$ cat src/design/xpt_pkg.sv
package xpt_pkg;

  localparam int NAME_BUFFER  = 256;
  localparam int VALUE_BUFFER = 2048;
  localparam int NAME_LEN_W   = $clog2(NAME_BUFFER);
  localparam int VALUE_LEN_W  = $clog2(VALUE_BUFFER);
  localparam int LA_DEPTH     = 9;
  localparam int LA_IDX_W     = $clog2(LA_DEPTH);
  localparam int LA_CNT_W     = $clog2(LA_DEPTH + 1);

  localparam logic [3:0] K_OPEN_NAME  = 4'd0;
  localparam logic [3:0] K_OPEN_END   = 4'd1;
  localparam logic [3:0] K_ATTR_NAME  = 4'd2;
  localparam logic [3:0] K_ATTR_VAL   = 4'd3;
  localparam logic [3:0] K_ATTR_END   = 4'd4;
  localparam logic [3:0] K_TEXT       = 4'd5;
  localparam logic [3:0] K_TEXT_END   = 4'd6;
  localparam logic [3:0] K_CLOSE_NAME = 4'd7;
  localparam logic [3:0] K_CLOSE_END  = 4'd8;
  localparam logic [3:0] K_SELF_CLOSE = 4'd9;
  localparam logic [3:0] K_DOC_END    = 4'd10;

  localparam logic [7:0] CH_LT    = 8'h3C;
  localparam logic [7:0] CH_GT    = 8'h3E;
  localparam logic [7:0] CH_SLASH = 8'h2F;
  localparam logic [7:0] CH_BANG  = 8'h21;
  localparam logic [7:0] CH_QMARK = 8'h3F;
  localparam logic [7:0] CH_DASH  = 8'h2D;
  localparam logic [7:0] CH_EQ    = 8'h3D;
  localparam logic [7:0] CH_QUOTE = 8'h22;
  localparam logic [7:0] CH_AMP   = 8'h26;
  localparam logic [7:0] CH_HASH  = 8'h23;
  localparam logic [7:0] CH_SEMI  = 8'h3B;
  localparam logic [7:0] CH_RBRK  = 8'h5D;

  typedef struct packed {
    logic [7:0] data_byte;
    logic       end_of_text;
  } in_item_t;

  typedef struct packed {
    logic [3:0] token_kind;
    logic [7:0] out_byte;
    logic       last_of_run;
  } out_item_t;

  typedef struct packed {
    logic accept;
    logic run;
    logic flush;
    logic flush_fin;
    logic fin_pre;
    logic fin_end;
    logic doc;
    logic done;
  } ctl_cmd_t;

  typedef struct packed {
    logic zero_byte;
    logic eot;
    logic again;
    logic flush_go;
    logic flush_done;
    logic emit_ok;
  } ctl_status_t;

  function automatic logic is_ws(input logic [7:0] b);
    return b == 8'h20 || b == 8'h09 || b == 8'h0D || b == 8'h0A;
  endfunction

  function automatic logic is_letter(input logic [7:0] b);
    return (b >= 8'h41 && b <= 8'h5A) || (b >= 8'h61 && b <= 8'h7A);
  endfunction

  function automatic logic is_digit(input logic [7:0] b);
    return b >= 8'h30 && b <= 8'h39;
  endfunction

  function automatic logic is_namech(input logic [7:0] b);
    return is_letter(b) || is_digit(b) || b == 8'h5F;
  endfunction

  // entity names without the '&', first byte in the low bits
  function automatic logic [7:0] ent_char(input logic [2:0] i, input logic [3:0] j);
    logic [39:0] s;
    case (i)
      3'd0: s = {8'h00, 8'h3B, 8'h70, 8'h6D, 8'h61};
      3'd1: s = {16'h0000, 8'h3B, 8'h74, 8'h6C};
      3'd2: s = {16'h0000, 8'h3B, 8'h74, 8'h67};
      3'd3: s = {8'h3B, 8'h73, 8'h6F, 8'h70, 8'h61};
      3'd4: s = {8'h3B, 8'h74, 8'h6F, 8'h75, 8'h71};
      default: s = '0;
    endcase
    if (j < 4'd5) return s[{j[2:0], 3'b000} +: 8];
    return 8'h00;
  endfunction

  function automatic logic [3:0] ent_len(input logic [2:0] i);
    case (i)
      3'd0: return 4'd4;
      3'd1: return 4'd3;
      3'd2: return 4'd3;
      3'd3: return 4'd5;
      3'd4: return 4'd5;
      default: return 4'd0;
    endcase
  endfunction

  function automatic logic [7:0] ent_out(input logic [2:0] i);
    case (i)
      3'd0: return 8'h26;
      3'd1: return 8'h3C;
      3'd2: return 8'h3E;
      3'd3: return 8'h27;
      3'd4: return 8'h22;
      default: return 8'h00;
    endcase
  endfunction

  function automatic logic [7:0] cdata_char(input logic [3:0] n);
    case (n)
      4'd0: return 8'h3C;
      4'd1: return 8'h21;
      4'd2: return 8'h5B;
      4'd3: return 8'h43;
      4'd4: return 8'h44;
      4'd5: return 8'h41;
      4'd6: return 8'h54;
      4'd7: return 8'h41;
      4'd8: return 8'h5B;
      default: return 8'h00;
    endcase
  endfunction

endpackage

$ cat src/design/xpt_ctrl.sv
module xpt_ctrl (
  input  logic                 clk,
  input  logic                 rst_n,
  input  logic                 in_valid,
  output logic                 in_stall,
  input  xpt_pkg::ctl_status_t sts,
  output xpt_pkg::ctl_cmd_t    cmd
);

  typedef enum logic [6:0] {
    P_IDLE    = 7'b0000001,
    P_RUN     = 7'b0000010,
    P_FLUSH   = 7'b0000100,
    P_FIN_PRE = 7'b0001000,
    P_FIN_END = 7'b0010000,
    P_DOC     = 7'b0100000,
    P_DONE    = 7'b1000000
  } phase_t;

  phase_t ph_r, ph_nxt;
  logic   fin_r, fin_nxt;
  logic   adv;

  assign in_stall = (ph_r != P_IDLE);
  assign adv = (ph_r == P_IDLE) ? in_valid : sts.emit_ok;

  always_comb begin
    cmd           = '0;
    cmd.accept    = (ph_r == P_IDLE) && adv;
    cmd.run       = (ph_r == P_RUN) && adv;
    cmd.flush     = (ph_r == P_FLUSH) && adv;
    cmd.flush_fin = fin_r;
    cmd.fin_pre   = (ph_r == P_FIN_PRE) && adv;
    cmd.fin_end   = (ph_r == P_FIN_END) && adv;
    cmd.doc       = (ph_r == P_DOC) && adv;
    cmd.done      = (ph_r == P_DONE) && adv;
  end

  always_comb begin
    ph_nxt  = ph_r;
    fin_nxt = fin_r;
    if (adv) begin
      case (ph_r)
        P_IDLE: begin
          fin_nxt = 1'b0;
          ph_nxt  = sts.zero_byte ? P_FIN_PRE : P_RUN;
        end
        P_RUN: begin
          if (sts.flush_go) ph_nxt = P_FLUSH;
          else if (sts.again) ph_nxt = P_RUN;
          else if (sts.eot) ph_nxt = P_FIN_PRE;
          else ph_nxt = P_DONE;
        end
        P_FLUSH: begin
          if (sts.flush_done) ph_nxt = fin_r ? P_FIN_END : P_RUN;
        end
        P_FIN_PRE: begin
          fin_nxt = 1'b1;
          ph_nxt  = sts.flush_go ? P_FLUSH : P_FIN_END;
        end
        P_FIN_END: ph_nxt = P_DOC;
        P_DOC:     ph_nxt = P_DONE;
        P_DONE:    ph_nxt = P_IDLE;
        default:   ph_nxt = P_IDLE;
      endcase
    end
  end

  always_ff @(posedge clk) begin
    if (!rst_n) begin
      ph_r  <= P_IDLE;
      fin_r <= 1'b0;
    end else begin
      ph_r  <= ph_nxt;
      fin_r <= fin_nxt;
    end
  end

endmodule

$ cat src/design/xpt_datapath.sv
module xpt_datapath (
  input  logic                 clk,
  input  logic                 rst_n,
  input  xpt_pkg::in_item_t    in_data,
  output logic                 out_valid,
  input  logic                 out_stall,
  output xpt_pkg::out_item_t   out_data,
  input  xpt_pkg::ctl_cmd_t    cmd,
  output xpt_pkg::ctl_status_t sts
);

  typedef enum logic [29:0] {
    S_BETWEEN     = 30'h0000_0001,
    S_LT          = 30'h0000_0002,
    S_OPEN        = 30'h0000_0004,
    S_BANG        = 30'h0000_0008,
    S_BANG_D      = 30'h0000_0010,
    S_DECL        = 30'h0000_0020,
    S_COM         = 30'h0000_0040,
    S_COM_D1      = 30'h0000_0080,
    S_COM_D2      = 30'h0000_0100,
    S_PI          = 30'h0000_0200,
    S_PI_Q        = 30'h0000_0400,
    S_TAG_NAME    = 30'h0000_0800,
    S_TAG         = 30'h0000_1000,
    S_TAG_SLASH   = 30'h0000_2000,
    S_ATTR_NAME   = 30'h0000_4000,
    S_ATTR_EQ     = 30'h0000_8000,
    S_ATTR_Q      = 30'h0001_0000,
    S_ATTR_VAL    = 30'h0002_0000,
    S_TEXT_START  = 30'h0004_0000,
    S_CDATA_MATCH = 30'h0008_0000,
    S_TEXT        = 30'h0010_0000,
    S_CDATA       = 30'h0020_0000,
    S_CDATA_B     = 30'h0040_0000,
    S_CLOSE_START = 30'h0080_0000,
    S_CLOSE_NAME  = 30'h0100_0000,
    S_CLOSE_TAIL  = 30'h0200_0000,
    S_ENT_A       = 30'h0400_0000,
    S_CHREF_A     = 30'h0800_0000,
    S_ENT_T       = 30'h1000_0000,
    S_CHREF_T     = 30'h2000_0000
  } pstate_t;

  localparam logic [xpt_pkg::NAME_LEN_W-1:0] NAME_MAX =
    xpt_pkg::NAME_LEN_W'(xpt_pkg::NAME_BUFFER - 1);
  localparam logic [xpt_pkg::VALUE_LEN_W-1:0] VALUE_MAX =
    xpt_pkg::VALUE_LEN_W'(xpt_pkg::VALUE_BUFFER - 1);

  pstate_t                            st_r, st_nxt;
  logic [7:0]                         b_r;
  logic                               eot_r;
  logic [7:0]                         la_r [xpt_pkg::LA_DEPTH];
  logic [xpt_pkg::LA_CNT_W-1:0]       cnt_r, cnt_nxt;
  logic [xpt_pkg::LA_CNT_W-1:0]       fidx_r, fidx_nxt;
  logic [7:0]                         cref_r, cref_nxt;
  logic [xpt_pkg::NAME_LEN_W-1:0]     nl_r, nl_nxt, nl_eff;
  logic [xpt_pkg::VALUE_LEN_W-1:0]    vl_r, vl_nxt;
  xpt_pkg::out_item_t                 hold_r;
  logic                               hold_v_r;
  xpt_pkg::out_item_t                 out_r;
  logic                               out_v_r;
  logic                               out_load;

  // one pass of the parser
  logic        raw_v, name_put, name_rst, val_put, val_clr, la_wr;
  logic [3:0]  raw_kind, name_kind, val_kind;
  logic [7:0]  val_byte;
  logic        again, flush_go;
  logic        em_v;
  logic [3:0]  em_kind;
  logic [7:0]  em_byte;
  logic        out_free, emit_ok;

  // entity matcher
  logic [1:0]  ent_r;
  logic [7:0]  ent_ch;
  logic        ent_ok;
  logic [3:0]  ent_n;
  logic        attr_side;
  logic [3:0]  side_kind;
  pstate_t     back_st;

  assign attr_side = (st_r == S_ENT_A) || (st_r == S_CHREF_A);
  assign side_kind = attr_side ? xpt_pkg::K_ATTR_VAL : xpt_pkg::K_TEXT;
  assign back_st   = attr_side ? S_ATTR_VAL : S_TEXT;
  assign ent_n     = 4'(cnt_r);

  always_comb begin
    ent_r  = 2'd0;
    ent_ch = 8'h00;
    ent_ok = 1'b0;
    for (int i = 0; i < 5; i++) begin
      if (ent_r == 2'd0 && ent_n < xpt_pkg::ent_len(3'(i))) begin
        ent_ok = 1'b1;
        for (int j = 0; j < 5; j++) begin
          if (4'(j) < ent_n && la_r[j] != xpt_pkg::ent_char(3'(i), 4'(j))) ent_ok = 1'b0;
        end
        if (ent_ok && xpt_pkg::ent_char(3'(i), ent_n) == b_r) begin
          if (ent_n + 4'd1 == xpt_pkg::ent_len(3'(i))) begin
            ent_r  = 2'd2;
            ent_ch = xpt_pkg::ent_out(3'(i));
          end else begin
            ent_r = 2'd1;
          end
        end
      end
    end
  end

  always_comb begin
    st_nxt    = st_r;
    cnt_nxt   = cnt_r;
    fidx_nxt  = fidx_r;
    cref_nxt  = cref_r;
    raw_v     = 1'b0;
    raw_kind  = xpt_pkg::K_DOC_END;
    name_put  = 1'b0;
    name_rst  = 1'b0;
    name_kind = xpt_pkg::K_OPEN_NAME;
    val_put   = 1'b0;
    val_clr   = 1'b0;
    val_kind  = xpt_pkg::K_TEXT;
    val_byte  = b_r;
    la_wr     = 1'b0;
    again     = 1'b0;
    flush_go  = 1'b0;

    if (cmd.run) begin
      case (st_r)
        S_BETWEEN: if (b_r == xpt_pkg::CH_LT) st_nxt = S_LT;
        S_LT: begin
          if (b_r == xpt_pkg::CH_SLASH) st_nxt = S_CLOSE_START;
          else if (b_r == xpt_pkg::CH_BANG) st_nxt = S_BANG;
          else if (b_r == xpt_pkg::CH_QMARK) st_nxt = S_PI;
          else begin
            st_nxt = S_OPEN;
            again  = 1'b1;
          end
        end
        S_OPEN: begin
          if (xpt_pkg::is_ws(b_r)) begin
          end else if (xpt_pkg::is_letter(b_r)) begin
            name_rst  = 1'b1;
            name_put  = 1'b1;
            name_kind = xpt_pkg::K_OPEN_NAME;
            st_nxt    = S_TAG_NAME;
          end else begin
            raw_v    = 1'b1;
            raw_kind = xpt_pkg::K_OPEN_END;
            st_nxt   = S_TAG;
            again    = 1'b1;
          end
        end
        S_BANG, S_BANG_D: begin
          if (b_r == xpt_pkg::CH_DASH) st_nxt = (st_r == S_BANG) ? S_BANG_D : S_COM;
          else begin
            st_nxt = S_DECL;
            again  = 1'b1;
          end
        end
        S_DECL: if (b_r == xpt_pkg::CH_GT) st_nxt = S_BETWEEN;
        S_COM: if (b_r == xpt_pkg::CH_DASH) st_nxt = S_COM_D1;
        S_COM_D1: st_nxt = (b_r == xpt_pkg::CH_DASH) ? S_COM_D2 : S_COM;
        S_COM_D2: begin
          if (b_r == xpt_pkg::CH_GT) st_nxt = S_BETWEEN;
          else if (b_r != xpt_pkg::CH_DASH) st_nxt = S_COM;
        end
        S_PI: if (b_r == xpt_pkg::CH_QMARK) st_nxt = S_PI_Q;
        S_PI_Q: begin
          if (b_r == xpt_pkg::CH_GT) st_nxt = S_BETWEEN;
          else if (b_r != xpt_pkg::CH_QMARK) st_nxt = S_PI;
        end
        S_TAG_NAME: begin
          if (xpt_pkg::is_namech(b_r)) begin
            name_put  = 1'b1;
            name_kind = xpt_pkg::K_OPEN_NAME;
          end else begin
            raw_v    = 1'b1;
            raw_kind = xpt_pkg::K_OPEN_END;
            st_nxt   = S_TAG;
            again    = 1'b1;
          end
        end
        S_TAG: begin
          if (xpt_pkg::is_ws(b_r)) begin
          end else if (b_r == xpt_pkg::CH_GT) begin
            val_clr = 1'b1;
            st_nxt  = S_TEXT_START;
          end else if (b_r == xpt_pkg::CH_SLASH) begin
            st_nxt = S_TAG_SLASH;
          end else if (xpt_pkg::is_letter(b_r)) begin
            name_rst  = 1'b1;
            name_put  = 1'b1;
            name_kind = xpt_pkg::K_ATTR_NAME;
            st_nxt    = S_ATTR_NAME;
          end else begin
            st_nxt = S_ATTR_EQ;
            again  = 1'b1;
          end
        end
        S_TAG_SLASH: begin
          if (b_r == xpt_pkg::CH_GT) begin
            raw_v    = 1'b1;
            raw_kind = xpt_pkg::K_SELF_CLOSE;
            st_nxt   = S_BETWEEN;
          end else begin
            st_nxt = S_TAG;
            again  = 1'b1;
          end
        end
        S_ATTR_NAME: begin
          if (xpt_pkg::is_namech(b_r)) begin
            name_put  = 1'b1;
            name_kind = xpt_pkg::K_ATTR_NAME;
          end else begin
            st_nxt = S_ATTR_EQ;
            again  = 1'b1;
          end
        end
        S_ATTR_EQ, S_ATTR_Q: begin
          if (xpt_pkg::is_ws(b_r)) begin
          end else if (b_r == xpt_pkg::CH_EQ && st_r == S_ATTR_EQ) begin
            st_nxt = S_ATTR_Q;
          end else if (b_r == xpt_pkg::CH_QUOTE) begin
            val_clr = 1'b1;
            st_nxt  = S_ATTR_VAL;
          end else if (b_r == xpt_pkg::CH_GT || b_r == xpt_pkg::CH_SLASH) begin
            raw_v    = 1'b1;
            raw_kind = xpt_pkg::K_ATTR_END;
            st_nxt   = S_TAG;
            again    = 1'b1;
          end else begin
            val_clr = 1'b1;
            st_nxt  = S_ATTR_VAL;
            again   = 1'b1;
          end
        end
        S_ATTR_VAL: begin
          if (b_r == xpt_pkg::CH_QUOTE) begin
            raw_v    = 1'b1;
            raw_kind = xpt_pkg::K_ATTR_END;
            st_nxt   = S_TAG;
          end else if (b_r == xpt_pkg::CH_AMP) begin
            cnt_nxt = '0;
            st_nxt  = S_ENT_A;
          end else begin
            val_put  = 1'b1;
            val_kind = xpt_pkg::K_ATTR_VAL;
          end
        end
        S_TEXT_START: begin
          if (xpt_pkg::is_ws(b_r)) begin
          end else if (b_r == xpt_pkg::CH_LT) begin
            cnt_nxt = xpt_pkg::LA_CNT_W'(1);
            st_nxt  = S_CDATA_MATCH;
          end else begin
            st_nxt = S_TEXT;
            again  = 1'b1;
          end
        end
        S_CDATA_MATCH: begin
          if (cnt_r < xpt_pkg::LA_CNT_W'(9) && b_r == xpt_pkg::cdata_char(ent_n)) begin
            if (cnt_r == xpt_pkg::LA_CNT_W'(8)) begin
              cnt_nxt = '0;
              st_nxt  = S_CDATA;
            end else begin
              cnt_nxt = cnt_r + xpt_pkg::LA_CNT_W'(1);
            end
          end else begin
            raw_v    = 1'b1;
            raw_kind = xpt_pkg::K_TEXT_END;
            cnt_nxt  = '0;
            again    = 1'b1;
            if (cnt_r <= xpt_pkg::LA_CNT_W'(1)) st_nxt = S_LT;
            else if (cnt_r == xpt_pkg::LA_CNT_W'(2)) st_nxt = S_BANG;
            else st_nxt = S_DECL;
          end
        end
        S_TEXT: begin
          if (b_r == xpt_pkg::CH_LT) begin
            raw_v    = 1'b1;
            raw_kind = xpt_pkg::K_TEXT_END;
            st_nxt   = S_LT;
          end else if (b_r == xpt_pkg::CH_AMP) begin
            cnt_nxt = '0;
            st_nxt  = S_ENT_T;
          end else begin
            val_put = 1'b1;
          end
        end
        S_CDATA: begin
          if (b_r == xpt_pkg::CH_RBRK) st_nxt = S_CDATA_B;
          else val_put = 1'b1;
        end
        S_CDATA_B: begin
          if (b_r == xpt_pkg::CH_RBRK) begin
            raw_v    = 1'b1;
            raw_kind = xpt_pkg::K_TEXT_END;
            st_nxt   = S_BETWEEN;
          end else begin
            val_put  = 1'b1;
            val_byte = xpt_pkg::CH_RBRK;
            st_nxt   = S_CDATA;
            again    = 1'b1;
          end
        end
        S_CLOSE_START: begin
          if (xpt_pkg::is_letter(b_r)) begin
            name_rst  = 1'b1;
            name_put  = 1'b1;
            name_kind = xpt_pkg::K_CLOSE_NAME;
            st_nxt    = S_CLOSE_NAME;
          end else if (b_r == xpt_pkg::CH_GT) begin
            raw_v    = 1'b1;
            raw_kind = xpt_pkg::K_CLOSE_END;
            st_nxt   = S_BETWEEN;
          end
        end
        S_CLOSE_NAME: begin
          if (xpt_pkg::is_namech(b_r)) begin
            name_put  = 1'b1;
            name_kind = xpt_pkg::K_CLOSE_NAME;
          end else if (b_r == xpt_pkg::CH_GT) begin
            raw_v    = 1'b1;
            raw_kind = xpt_pkg::K_CLOSE_END;
            st_nxt   = S_BETWEEN;
          end else begin
            st_nxt = S_CLOSE_TAIL;
          end
        end
        S_CLOSE_TAIL: begin
          if (b_r == xpt_pkg::CH_GT) begin
            raw_v    = 1'b1;
            raw_kind = xpt_pkg::K_CLOSE_END;
            st_nxt   = S_BETWEEN;
          end
        end
        S_ENT_A, S_ENT_T: begin
          val_kind = side_kind;
          if (cnt_r == '0 && b_r == xpt_pkg::CH_HASH) begin
            cref_nxt = 8'h00;
            st_nxt   = attr_side ? S_CHREF_A : S_CHREF_T;
          end else if (ent_r == 2'd2) begin
            val_put  = 1'b1;
            val_byte = ent_ch;
            cnt_nxt  = '0;
            st_nxt   = back_st;
          end else if (ent_r == 2'd1) begin
            if (cnt_r < xpt_pkg::LA_CNT_W'(xpt_pkg::LA_DEPTH)) begin
              la_wr   = 1'b1;
              cnt_nxt = cnt_r + xpt_pkg::LA_CNT_W'(1);
            end
          end else begin
            // no entity fits: '#' now, buffered letters follow, byte is re-run
            val_put  = 1'b1;
            val_byte = xpt_pkg::CH_HASH;
            flush_go = 1'b1;
          end
        end
        S_CHREF_A, S_CHREF_T: begin
          val_kind = side_kind;
          if (b_r == xpt_pkg::CH_SEMI) begin
            val_put  = 1'b1;
            val_byte = cref_r;
            st_nxt   = back_st;
          end else if (xpt_pkg::is_digit(b_r)) begin
            cref_nxt = (cref_r << 3) + (cref_r << 1) + (b_r - 8'h30);
          end
        end
        default: st_nxt = S_BETWEEN;
      endcase
    end else if (cmd.flush) begin
      val_kind = side_kind;
      if (fidx_r < cnt_r) begin
        val_put  = 1'b1;
        val_byte = la_r[fidx_r[xpt_pkg::LA_IDX_W-1:0]];
        fidx_nxt = fidx_r + xpt_pkg::LA_CNT_W'(1);
      end else begin
        fidx_nxt = '0;
        cnt_nxt  = '0;
        if (!cmd.flush_fin) st_nxt = back_st;
      end
    end else if (cmd.fin_pre) begin
      val_kind = side_kind;
      case (st_r)
        S_ENT_A, S_ENT_T: begin
          val_put  = 1'b1;
          val_byte = xpt_pkg::CH_HASH;
          flush_go = 1'b1;
        end
        S_CHREF_A, S_CHREF_T: begin
          val_put  = 1'b1;
          val_byte = cref_r;
        end
        S_CDATA_B: begin
          val_put  = 1'b1;
          val_byte = xpt_pkg::CH_RBRK;
        end
        default: ;
      endcase
    end else if (cmd.fin_end) begin
      case (st_r)
        S_TAG_NAME: begin
          raw_v    = 1'b1;
          raw_kind = xpt_pkg::K_OPEN_END;
        end
        S_ATTR_NAME, S_ATTR_EQ, S_ATTR_Q, S_ATTR_VAL, S_ENT_A, S_CHREF_A: begin
          raw_v    = 1'b1;
          raw_kind = xpt_pkg::K_ATTR_END;
        end
        S_TEXT_START, S_CDATA_MATCH, S_TEXT, S_CDATA, S_CDATA_B, S_ENT_T, S_CHREF_T: begin
          raw_v    = 1'b1;
          raw_kind = xpt_pkg::K_TEXT_END;
        end
        S_CLOSE_START, S_CLOSE_NAME, S_CLOSE_TAIL: begin
          raw_v    = 1'b1;
          raw_kind = xpt_pkg::K_CLOSE_END;
        end
        default: ;
      endcase
    end else if (cmd.doc) begin
      raw_v    = 1'b1;
      raw_kind = xpt_pkg::K_DOC_END;
      st_nxt   = S_BETWEEN;
      cnt_nxt  = '0;
      cref_nxt = 8'h00;
    end
  end

  assign nl_eff = name_rst ? '0 : nl_r;

  always_comb begin
    em_v    = 1'b0;
    em_kind = raw_kind;
    em_byte = 8'h00;
    nl_nxt  = nl_eff;
    vl_nxt  = val_clr ? '0 : vl_r;
    if (raw_v) begin
      em_v = 1'b1;
    end else if (name_put) begin
      if (nl_eff < NAME_MAX) begin
        em_v    = 1'b1;
        em_kind = name_kind;
        em_byte = b_r;
        nl_nxt  = nl_eff + 1'b1;
      end
    end else if (val_put) begin
      if (vl_r < VALUE_MAX) begin
        em_v    = 1'b1;
        em_kind = val_kind;
        em_byte = val_byte;
        vl_nxt  = vl_r + 1'b1;
      end
    end
    if (cmd.doc) begin
      nl_nxt = '0;
      vl_nxt = '0;
    end
  end

  assign out_free = !out_v_r || !out_stall;
  assign emit_ok  = !hold_v_r || out_free;
  assign out_load = hold_v_r && (em_v || cmd.done);

  assign sts.zero_byte  = (in_data.data_byte == 8'h00);
  assign sts.eot        = eot_r;
  assign sts.again      = again;
  assign sts.flush_go   = flush_go;
  assign sts.flush_done = !(fidx_r < cnt_r);
  assign sts.emit_ok    = emit_ok;

  assign out_valid = out_v_r;
  assign out_data  = out_r;

  always_ff @(posedge clk) begin
    if (!rst_n) begin
      st_r     <= S_BETWEEN;
      cnt_r    <= '0;
      fidx_r   <= '0;
      cref_r   <= 8'h00;
      nl_r     <= '0;
      vl_r     <= '0;
      hold_v_r <= 1'b0;
      out_v_r  <= 1'b0;
      eot_r    <= 1'b0;
    end else begin
      if (cmd.accept) eot_r <= in_data.end_of_text;
      if (cmd.run || cmd.flush || cmd.fin_pre || cmd.fin_end || cmd.doc) begin
        st_r   <= st_nxt;
        cnt_r  <= cnt_nxt;
        fidx_r <= fidx_nxt;
        cref_r <= cref_nxt;
        nl_r   <= nl_nxt;
        vl_r   <= vl_nxt;
      end
      out_v_r <= out_load || (out_v_r && out_stall);
      // the newest result waits in hold until it is known whether it is the last
      if (em_v) begin
        hold_v_r <= 1'b1;
      end else if (cmd.done && hold_v_r) begin
        hold_v_r <= 1'b0;
      end
    end
  end

  always_ff @(posedge clk) begin
    if (cmd.accept) b_r <= in_data.data_byte;
    if (la_wr) la_r[cnt_r[xpt_pkg::LA_IDX_W-1:0]] <= b_r;
    if (em_v) begin
      hold_r <= '{token_kind: em_kind, out_byte: em_byte, last_of_run: 1'b0};
      if (hold_v_r) out_r <= hold_r;
    end else if (cmd.done && hold_v_r) begin
      out_r <= '{token_kind: hold_r.token_kind, out_byte: hold_r.out_byte,
                 last_of_run: 1'b1};
    end
  end

endmodule

$ cat src/design/xml_pull_tokenizer_top.sv
// Steps per byte: accept, one parser pass per run of the byte, then done; an entity
// flush adds a step per buffered letter and a closing step, end of document adds
// the fin_pre, fin_end and doc steps. A step after accept waits while a full hold
// register cannot move on. One byte is in work at a time, set by the control FSM.
// Each result waits in a hold register until the next one or the byte's done step,
// then moves to a one-entry output register. Reset (rst_n low, sync) clears state.
module xml_pull_tokenizer_top (
  input  logic               clk,
  input  logic               rst_n,
  input  logic               in_valid,
  output logic               in_stall,
  input  xpt_pkg::in_item_t  in_data,
  output logic               out_valid,
  input  logic               out_stall,
  output xpt_pkg::out_item_t out_data
);

  xpt_pkg::ctl_cmd_t    cmd;
  xpt_pkg::ctl_status_t sts;

  xpt_ctrl u_ctrl (
    .clk      (clk),
    .rst_n    (rst_n),
    .in_valid (in_valid),
    .in_stall (in_stall),
    .sts      (sts),
    .cmd      (cmd)
  );

  xpt_datapath u_dp (
    .clk       (clk),
    .rst_n     (rst_n),
    .in_data   (in_data),
    .out_valid (out_valid),
    .out_stall (out_stall),
    .out_data  (out_data),
    .cmd       (cmd),
    .sts       (sts)
  );

endmodule

$ cat config.mk
export PLATFORM = sky130hd
export DESIGN_NAME = xml_pull_tokenizer_top
export DESIGN_NICKNAME = d
export VERILOG_FILES = /design/src/design/xpt_pkg.sv /design/src/design/xpt_ctrl.sv /design/src/design/xpt_datapath.sv /design/src/design/xml_pull_tokenizer_top.sv
export SDC_FILE = /design/constraint.sdc
export NUM_CORES = 1
export LEC_CHECK = 0
export ABC_AREA = 1
export CORE_MARGIN = 4
export CORE_UTILIZATION = 30
export CTS_CLUSTER_DIAMETER = 30
export DETAILED_ROUTE_END_ITERATION = 12
export DONT_BUFFER_PORTS = 1
export PLACE_DENSITY = 0.55
export REMOVE_ABC_BUFFERS = 1
export SETUP_SLACK_MARGIN = 0.5
export SLEW_MARGIN = 20
export SYNTH_ARGS = -nofsm -noshare
export SYNTH_HDL_FRONTEND = slang
export SYNTH_SLANG_ARGS = --single-unit
$ cat constraint.sdc
create_clock -name clk -period 6 [get_ports clk]
set_input_delay 0.9 -clock clk [delete_from_list [all_inputs] [get_ports clk]]
set_output_delay 0.9 -clock clk [all_outputs]
set_load 0.1 [all_outputs]
# After elaboration in Yosys (flattened, before gate mapping)

Memory sizes are Yosys's and may differ from the RTL's. A register that Yosys moved wholly into a read port is not among the register bits.
Index checks and enable logic that the tools add are counted.

Multiplexer cells: 403
Bitwise gates (word level): 1
Eq/ne operators: 135
Reductions and logical operators: 101
Add/subtract/negate cells: 7
Order comparisons: 19
Shift-type cells: 5

Operators by type and width:

| cell                | count |
|---|---|
| $mux 30             | 42 |
| $pmux 30 s25        | 1 |
| $mux 8              | 80 |
| $mux 4              | 63 |
| $mux 40             | 5 |
| $ne 8x8->1          | 25 |
| $shiftx 40x7->8     | 5 |
| $mux 7              | 20 |
| $mux 1              | 125 |
| $eq 8x6->1 const B  | 12 |
| $mux 11             | 6 |
| $mux 13             | 5 |
| $ne 3x3->1 const B  | 20 |
| $logic_and 1x1->1   | 50 |
| $eq 8x8->1          | 6 |
| $pmux 8 s3          | 2 |
| $pmux 4 s11         | 1 |
| $mux 21             | 2 |
| $mux 6              | 7 |
| $pmux 7 s6          | 1 |
| $mux 2              | 19 |
| $ne 4x4->1 const B  | 8 |
| $pmux 4 s4          | 2 |
| $eq 30x1->1 const B | 1 |
| other kinds (105)   | 163 |

Input bits: 13
Memories: 2
Output and inout bits: 15
Bits in writable memories: 72
Bits in registers: 109
ROM bits: 112

Memory list:

| memory          | depth | bits a word | rd ports | clocked after memory_dff | write ports | line               | source |
|---|---|---|---|---|---|---|---|
| (no name shown) | 16    | 7           | 1        | 1                        | 0           | xpt_pkg.sv:121     | `case (n)` |
| u_dp.la_r       | 9     | 8           | 6        | 1                        | 1           | xpt_datapath.sv:53 | `logic [7:0] la_r [xpt_pkg::LA_DEPTH];` |

# Depth between registers and ports, before layout

Word-level depth: 111
Depth in mapped cells: 32
Gate-level depth less buffers: 32

# Hierarchy

A second synthesis with hierarchy kept.

Cell total of the unflattened synthesis: 2016
Area, all modules: 15767.6 um^2

Modules (own cells, without submodules):

| module       | instances | cells each | area each (um^2) |
|---|---|---|---|
| xpt_datapath | 1         | 1912       | 15079.5 |
| xpt_ctrl     | 1         | 104        | 688.2 |

# Least setup slack after synthesis

OpenSTA, ideal clock, no wires.

Path type: reg2reg
From: reg u_dp.cnt_r[1] in the netlist's numbering
To: reg u_dp.out_r, in the netlist u_dp.out_data[0] (enable)
Required time: 5.644 ns
Cell stages (with the launch flop): 25
Period minus slack after synthesis: 4.258 ns
Data arrival time: 3.903 ns
Setup slack: 1.742 ns
Path through: dfxtp_1 -> clkinv_1 -> ha_1 -> o21ai_0 -> nand2_1 -> nand2_1 -> nor2_1 -> nand2_1 -> nor2_1 -> nand3_1 -> nand2_1 -> a21oi_2 -> nand2_1 -> nor2_1 -> nor2_2 -> a31oi_1 -> inv_1 -> ha_1 -> o2111ai_1 -> nand2_2 -> nor2_4 -> inv_2 -> nand4_2 -> nand2_1 -> nand2_1

Word-level cells in the longest chain between the ends: 34
Elaborated cells between the ends (all ways): 151
Those cells by class: 1 x add/sub; 10 x order compare; 13 x eq/ne; 5 x shift; 79 x mux; 43 x reduce/logical

RTL lines:

| item                                                                     | line                | source |
|---|---|---|
| from (decl)                                                              | xpt_datapath.sv:54  | `logic [xpt_pkg::LA_CNT_W-1:0] cnt_r, cnt_nxt;` |
| from (signal assigned)                                                   | xpt_datapath.sv:491 | `cnt_r <= cnt_nxt;` |
| parallel branches: the longest is 31 deep, another holds $shiftx 40x7->8 | -                   |  |
| $mux 1 *                                                                 | xpt_datapath.sv:439 | `if (raw_v) begin` |
| net u_dp.em_v                                                            | xpt_datapath.sv:70  | `logic em_v;` |
| $ne 2x1->1 (no line) / $reduce_bool 2->1 (equally long branches)         | -                   |  |
| $reduce_and 2->1 (no line) *                                             | -                   |  |
| to (signal assigned)                                                     | xpt_datapath.sv:512 | `if (hold_v_r) out_r <= hold_r;` |
| to (signal assigned)                                                     | xpt_datapath.sv:514 | `out_r <= '{token_kind: hold_r.token_kind, out_byte: hold_r.out_byte,` |
| to (decl)                                                                | xpt_datapath.sv:61  | `xpt_pkg::out_item_t out_r;` |

Mark *: on every way through the listed nets, which the timed path passes. The select of a mux whose other input is x is not followed.
A chain may end at the register's enable or synchronous reset.

# Worst setup path in the final report

From: reg u_dp.cnt_r[0] in the netlist's numbering
To: reg u_dp.out_r, in the netlist u_dp.out_data[10] (enable)

Same word-level chain as after synthesis.

==> flow_metrics.env <==
export IMPL_fin_util_pct=36.72
export IMPL_crit_start="u_dp.cnt_r[0]"
export IMPL_synth_area_um2=15430
export IMPL_wl_per_cell_um=19.46
export IMPL_yosysWarnings=0
export IMPL_end_kind="flop"
export IMPL_postCtsHoldBufs=0
export IMPL_min_from="rst_n"
export IMPL_hold_path_cell_count=1
export IMPL_rsz0062_at_grt="no"
export IMPL_synth_seq_area_share_pct=42.63
export IMPL_yosys_register_bits=248
export IMPL_die_h_um=234.8
export IMPL_power_density_nw_per_um2=357.5
export IMPL_synth_top_area_cell="edfxtp_1"
export IMPL_nets=2091
export IMPL_syn_area_per_cell_um2=7.803
export IMPL_design_portCount=28
export IMPL_critPathKind="reg -> reg"
export IMPL_critPathArrivalTime_ns=5.22
export IMPL_r2r_cells=25
export IMPL_mostFrequentLayoutCells="nand2_1 (408), inv_1 (214), nor2_1 (196)"
export IMPL_drtIter0Drc=1295
export IMPL_top_layer="met4"
export IMPL_multiInputGateArea_um2=7700
export IMPL_syn_inst=1977
export IMPL_yosys_cell_types_count=73
export IMPL_final_hold_viol_count=0
export IMPL_final_common_cell="nand2_1"
export IMPL_grt_pass1_vias=13745
export IMPL_grt_pass1_wl_um=81850
export IMPL_synth_edf_count=161
export IMPL_slew_viol_final=0
export IMPL_required_ns=6.25
export IMPL_drive_gt1_share_pct=12.85
export IMPL_ff2ff_setup_slack_ns=1.03
export IMPL_finClkSkew_ns=0.06751
export IMPL_startpoint_type="flop"
export IMPL_status="completed"
export IMPL_worst_hold_slack_ns=0.3756
export IMPL_clock_path_buffers=3
export IMPL_wl_met3_um=4270
export IMPL_crit_fanout=13
export IMPL_dieArea_um2=55120
export IMPL_synth_top_area_share_pct=31.34
export IMPL_min_period_ns=4.969
export IMPL_vias_per_cell=5.279
export IMPL_numCtsBuffers=58
export IMPL_fmax_mhz=201.2
export IMPL_vias=14603
export IMPL_slew_headroom_pct=32.42
export IMPL_port_buffers=0
export IMPL_firstDrtPassIters=6
export IMPL_chipWidth_um=234.8
export IMPL_ys_async_sr_fraction_pct=0
export IMPL_fillers=5244
export IMPL_gp_congestion=0.9808
export IMPL_clk_pin_slew_ns=0.05
export IMPL_initial_core_util_pct=30.56
export IMPL_instances_no_fill=2766
export IMPL_ys_flop_type="edfxtp_1"
export IMPL_clk_latency_ns=0.63
export IMPL_ys_top_cells_by_area="edfxtp_1 (31%), dfxtp_1 (11%), nand2_1 (10%)"
export IMPL_drcViolationCount=0
export IMPL_hold_path_class="in -> reg"
export IMPL_timing_rr_start="u_dp.cnt_r[0]"
export IMPL_seqCellArea_um2=6578
export IMPL_power_leakage_uw=0.007480
export IMPL_clockRootBuffer="clkbuf_16"
export IMPL_timing_final_crit_share_pct=82.82
export IMPL_setup_violations=0
export IMPL_numClockSinks=248
export IMPL_htreeDepth=2
export IMPL_rows=82
export IMPL_cts_tree="built"
export IMPL_drt_met1_wl_um=24280
export IMPL_maxCapViolations=0
export IMPL_ir_drop_v=0.0002229
export IMPL_grt_max_degree=72
export IMPL_dp_cells=2652
export IMPL_synthToLayoutAreaGrowth_pct=20.16
export IMPL_core_area_um2=50480
export IMPL_antenna_found_initial=1
export IMPL_routed_wl_um=53820
export IMPL_ant_nets=0
export IMPL_grt_use_total_pct=18.79
export IMPL_setup_tns_ns=0
export IMPL_dp_final_hpwl_um=39840
export IMPL_diodes=0
export IMPL_grt_overflow=0
export IMPL_wl_met2_um=23030
export IMPL_max_slew_worst_pin_slew_ns=1.016
## cells by family after synthesis
| kind of cell | Yosys count | share of synthesized area (%) |
|---|---|---|
| and+or+nand+nor | 991 | 30.31 |
| AOI/OAI and AO/OA | 356 | 14.15 |
| xor gates and xnor gates | 31 | 1.760 |
| DFF | 248 | 42.63 |
| other | 1 | 0.02431 |
| buffers and inverters | 318 | 8.289 |
| adders and majority gates | 32 | 2.839 |
## state kept, by name, summed over array words and instances, names as in the netlist, named ones only
| register | cells |
|---|---|
| u_dp.cnt_r | 4 |
| u_dp.fidx_r | 4 |
| u_dp.b_r | 8 |
| u_dp.hold_r | 12 |
| u_dp.st_r | 30 |
| u_ctrl.fin_r | 1 |
| u_dp.eot_r | 1 |
| u_dp.hold_v_r | 1 |
| u_dp.out_valid | 1 |
| u_ctrl.ph_r | 7 |
| u_dp.vl_r | 11 |
| u_dp.out_data | 13 |
| u_dp.nl_r | 8 |
| u_dp.cref_r | 8 |
| u_dp.la_r | 128 |
## what timing repair did
item / in CTS / in global routing
resized for setup: 0 / 4
endpoints found under the setup margin: 0 / 47
endpoints found under the hold margin: 0 / 0
buffers inserted: 0 / 6
## stage by stage
stage	worst slack, ns	power [uW]	area, um2
after CTS	0.6119	6672	18480
after global routing	0.4984	6911	18540
after floorplan	1.545	2871	15240
after global placement	0.8621	3255	16350
final	1.031	6626	18540
after detailed placement	0.6907	3263	16350
## where the power goes
part           switching [uW]  internal (uW)  total (uW)  leakage [uW]
logic                     884            341        1220       0.00426
clock network            1010           2360        3370       0.00104
registers                75.9           1960        2030       0.00218
total                    1970           4660        6630       0.00748
## worst max-delay path: stages (launching register included)
cell and delay [ns]:
dfxtp_1 0.40, inv_1 0.26, ha_1 0.36, nand2_1 0.14
nor2_2 0.19, inv_2 0.12, o21ai_0 0.21, nand3_1 0.13
nor2_1 0.16, nand3_1 0.14, nand2_1 0.16, a21oi_2 0.07
nand2_1 0.09, nor2_1 0.06, nor2_2 0.17, nand4_1 0.16
nand2_1 0.12, inv_1 0.05, ha_1 0.20, o2111ai_1 0.33
nand2_2 0.12, nor2_4 0.29, inv_2 0.20, nand4_2 0.15
nand2_1 0.11, nand2_4 0.20
## area by class of cell
class,instances,share of cell area [%]
Multi-Input combinational cell,1442,41.54
Sequential cell,248,35.48
Clock buffer,68,8.194
Inverter,256,5.271
Tap cell,672,4.536
Clock inverter,40,3.294
Timing Repair Buffer,40,1.687
## cells in the mapped netlist (14+ instances only)
cell	instances
nand2_1	409
inv_1	214
nor2_1	196
edfxtp_1	161
a21oi_1	140
nand3_1	139
dfxtp_1	87
o21ai_0	84
nor3_1	73
nand4_1	62
inv_2	34
clkbuf_1	32
ha_1	27
nor4_1	22
xor2_1	22
a221oi_1	21
nand2_2	18
nor2_2	18
o211ai_1	17
a211oi_1	14
## routing by layer
| layer | vias up | global-route usage [%] |
|---|---|---|
| met2 | 613 | 27.67 |
| met4 | 0 | 8.253 |
| met1 | 6923 | 26.58 |
| li1 | 6944 | - |
| met3 | 123 | 3.999 |
| met5 | - | 0 |
## path summary, 6_finish.rpt
path	to
worst max-delay path	u_dp.out_data[10]
worst min-delay path	u_ctrl.ph_r[0]
worst max register to register	u_dp.out_data[10]
worst min register to register	u_dp.out_data[3]
Note: power is estimated with default switching activity, not from simulation.
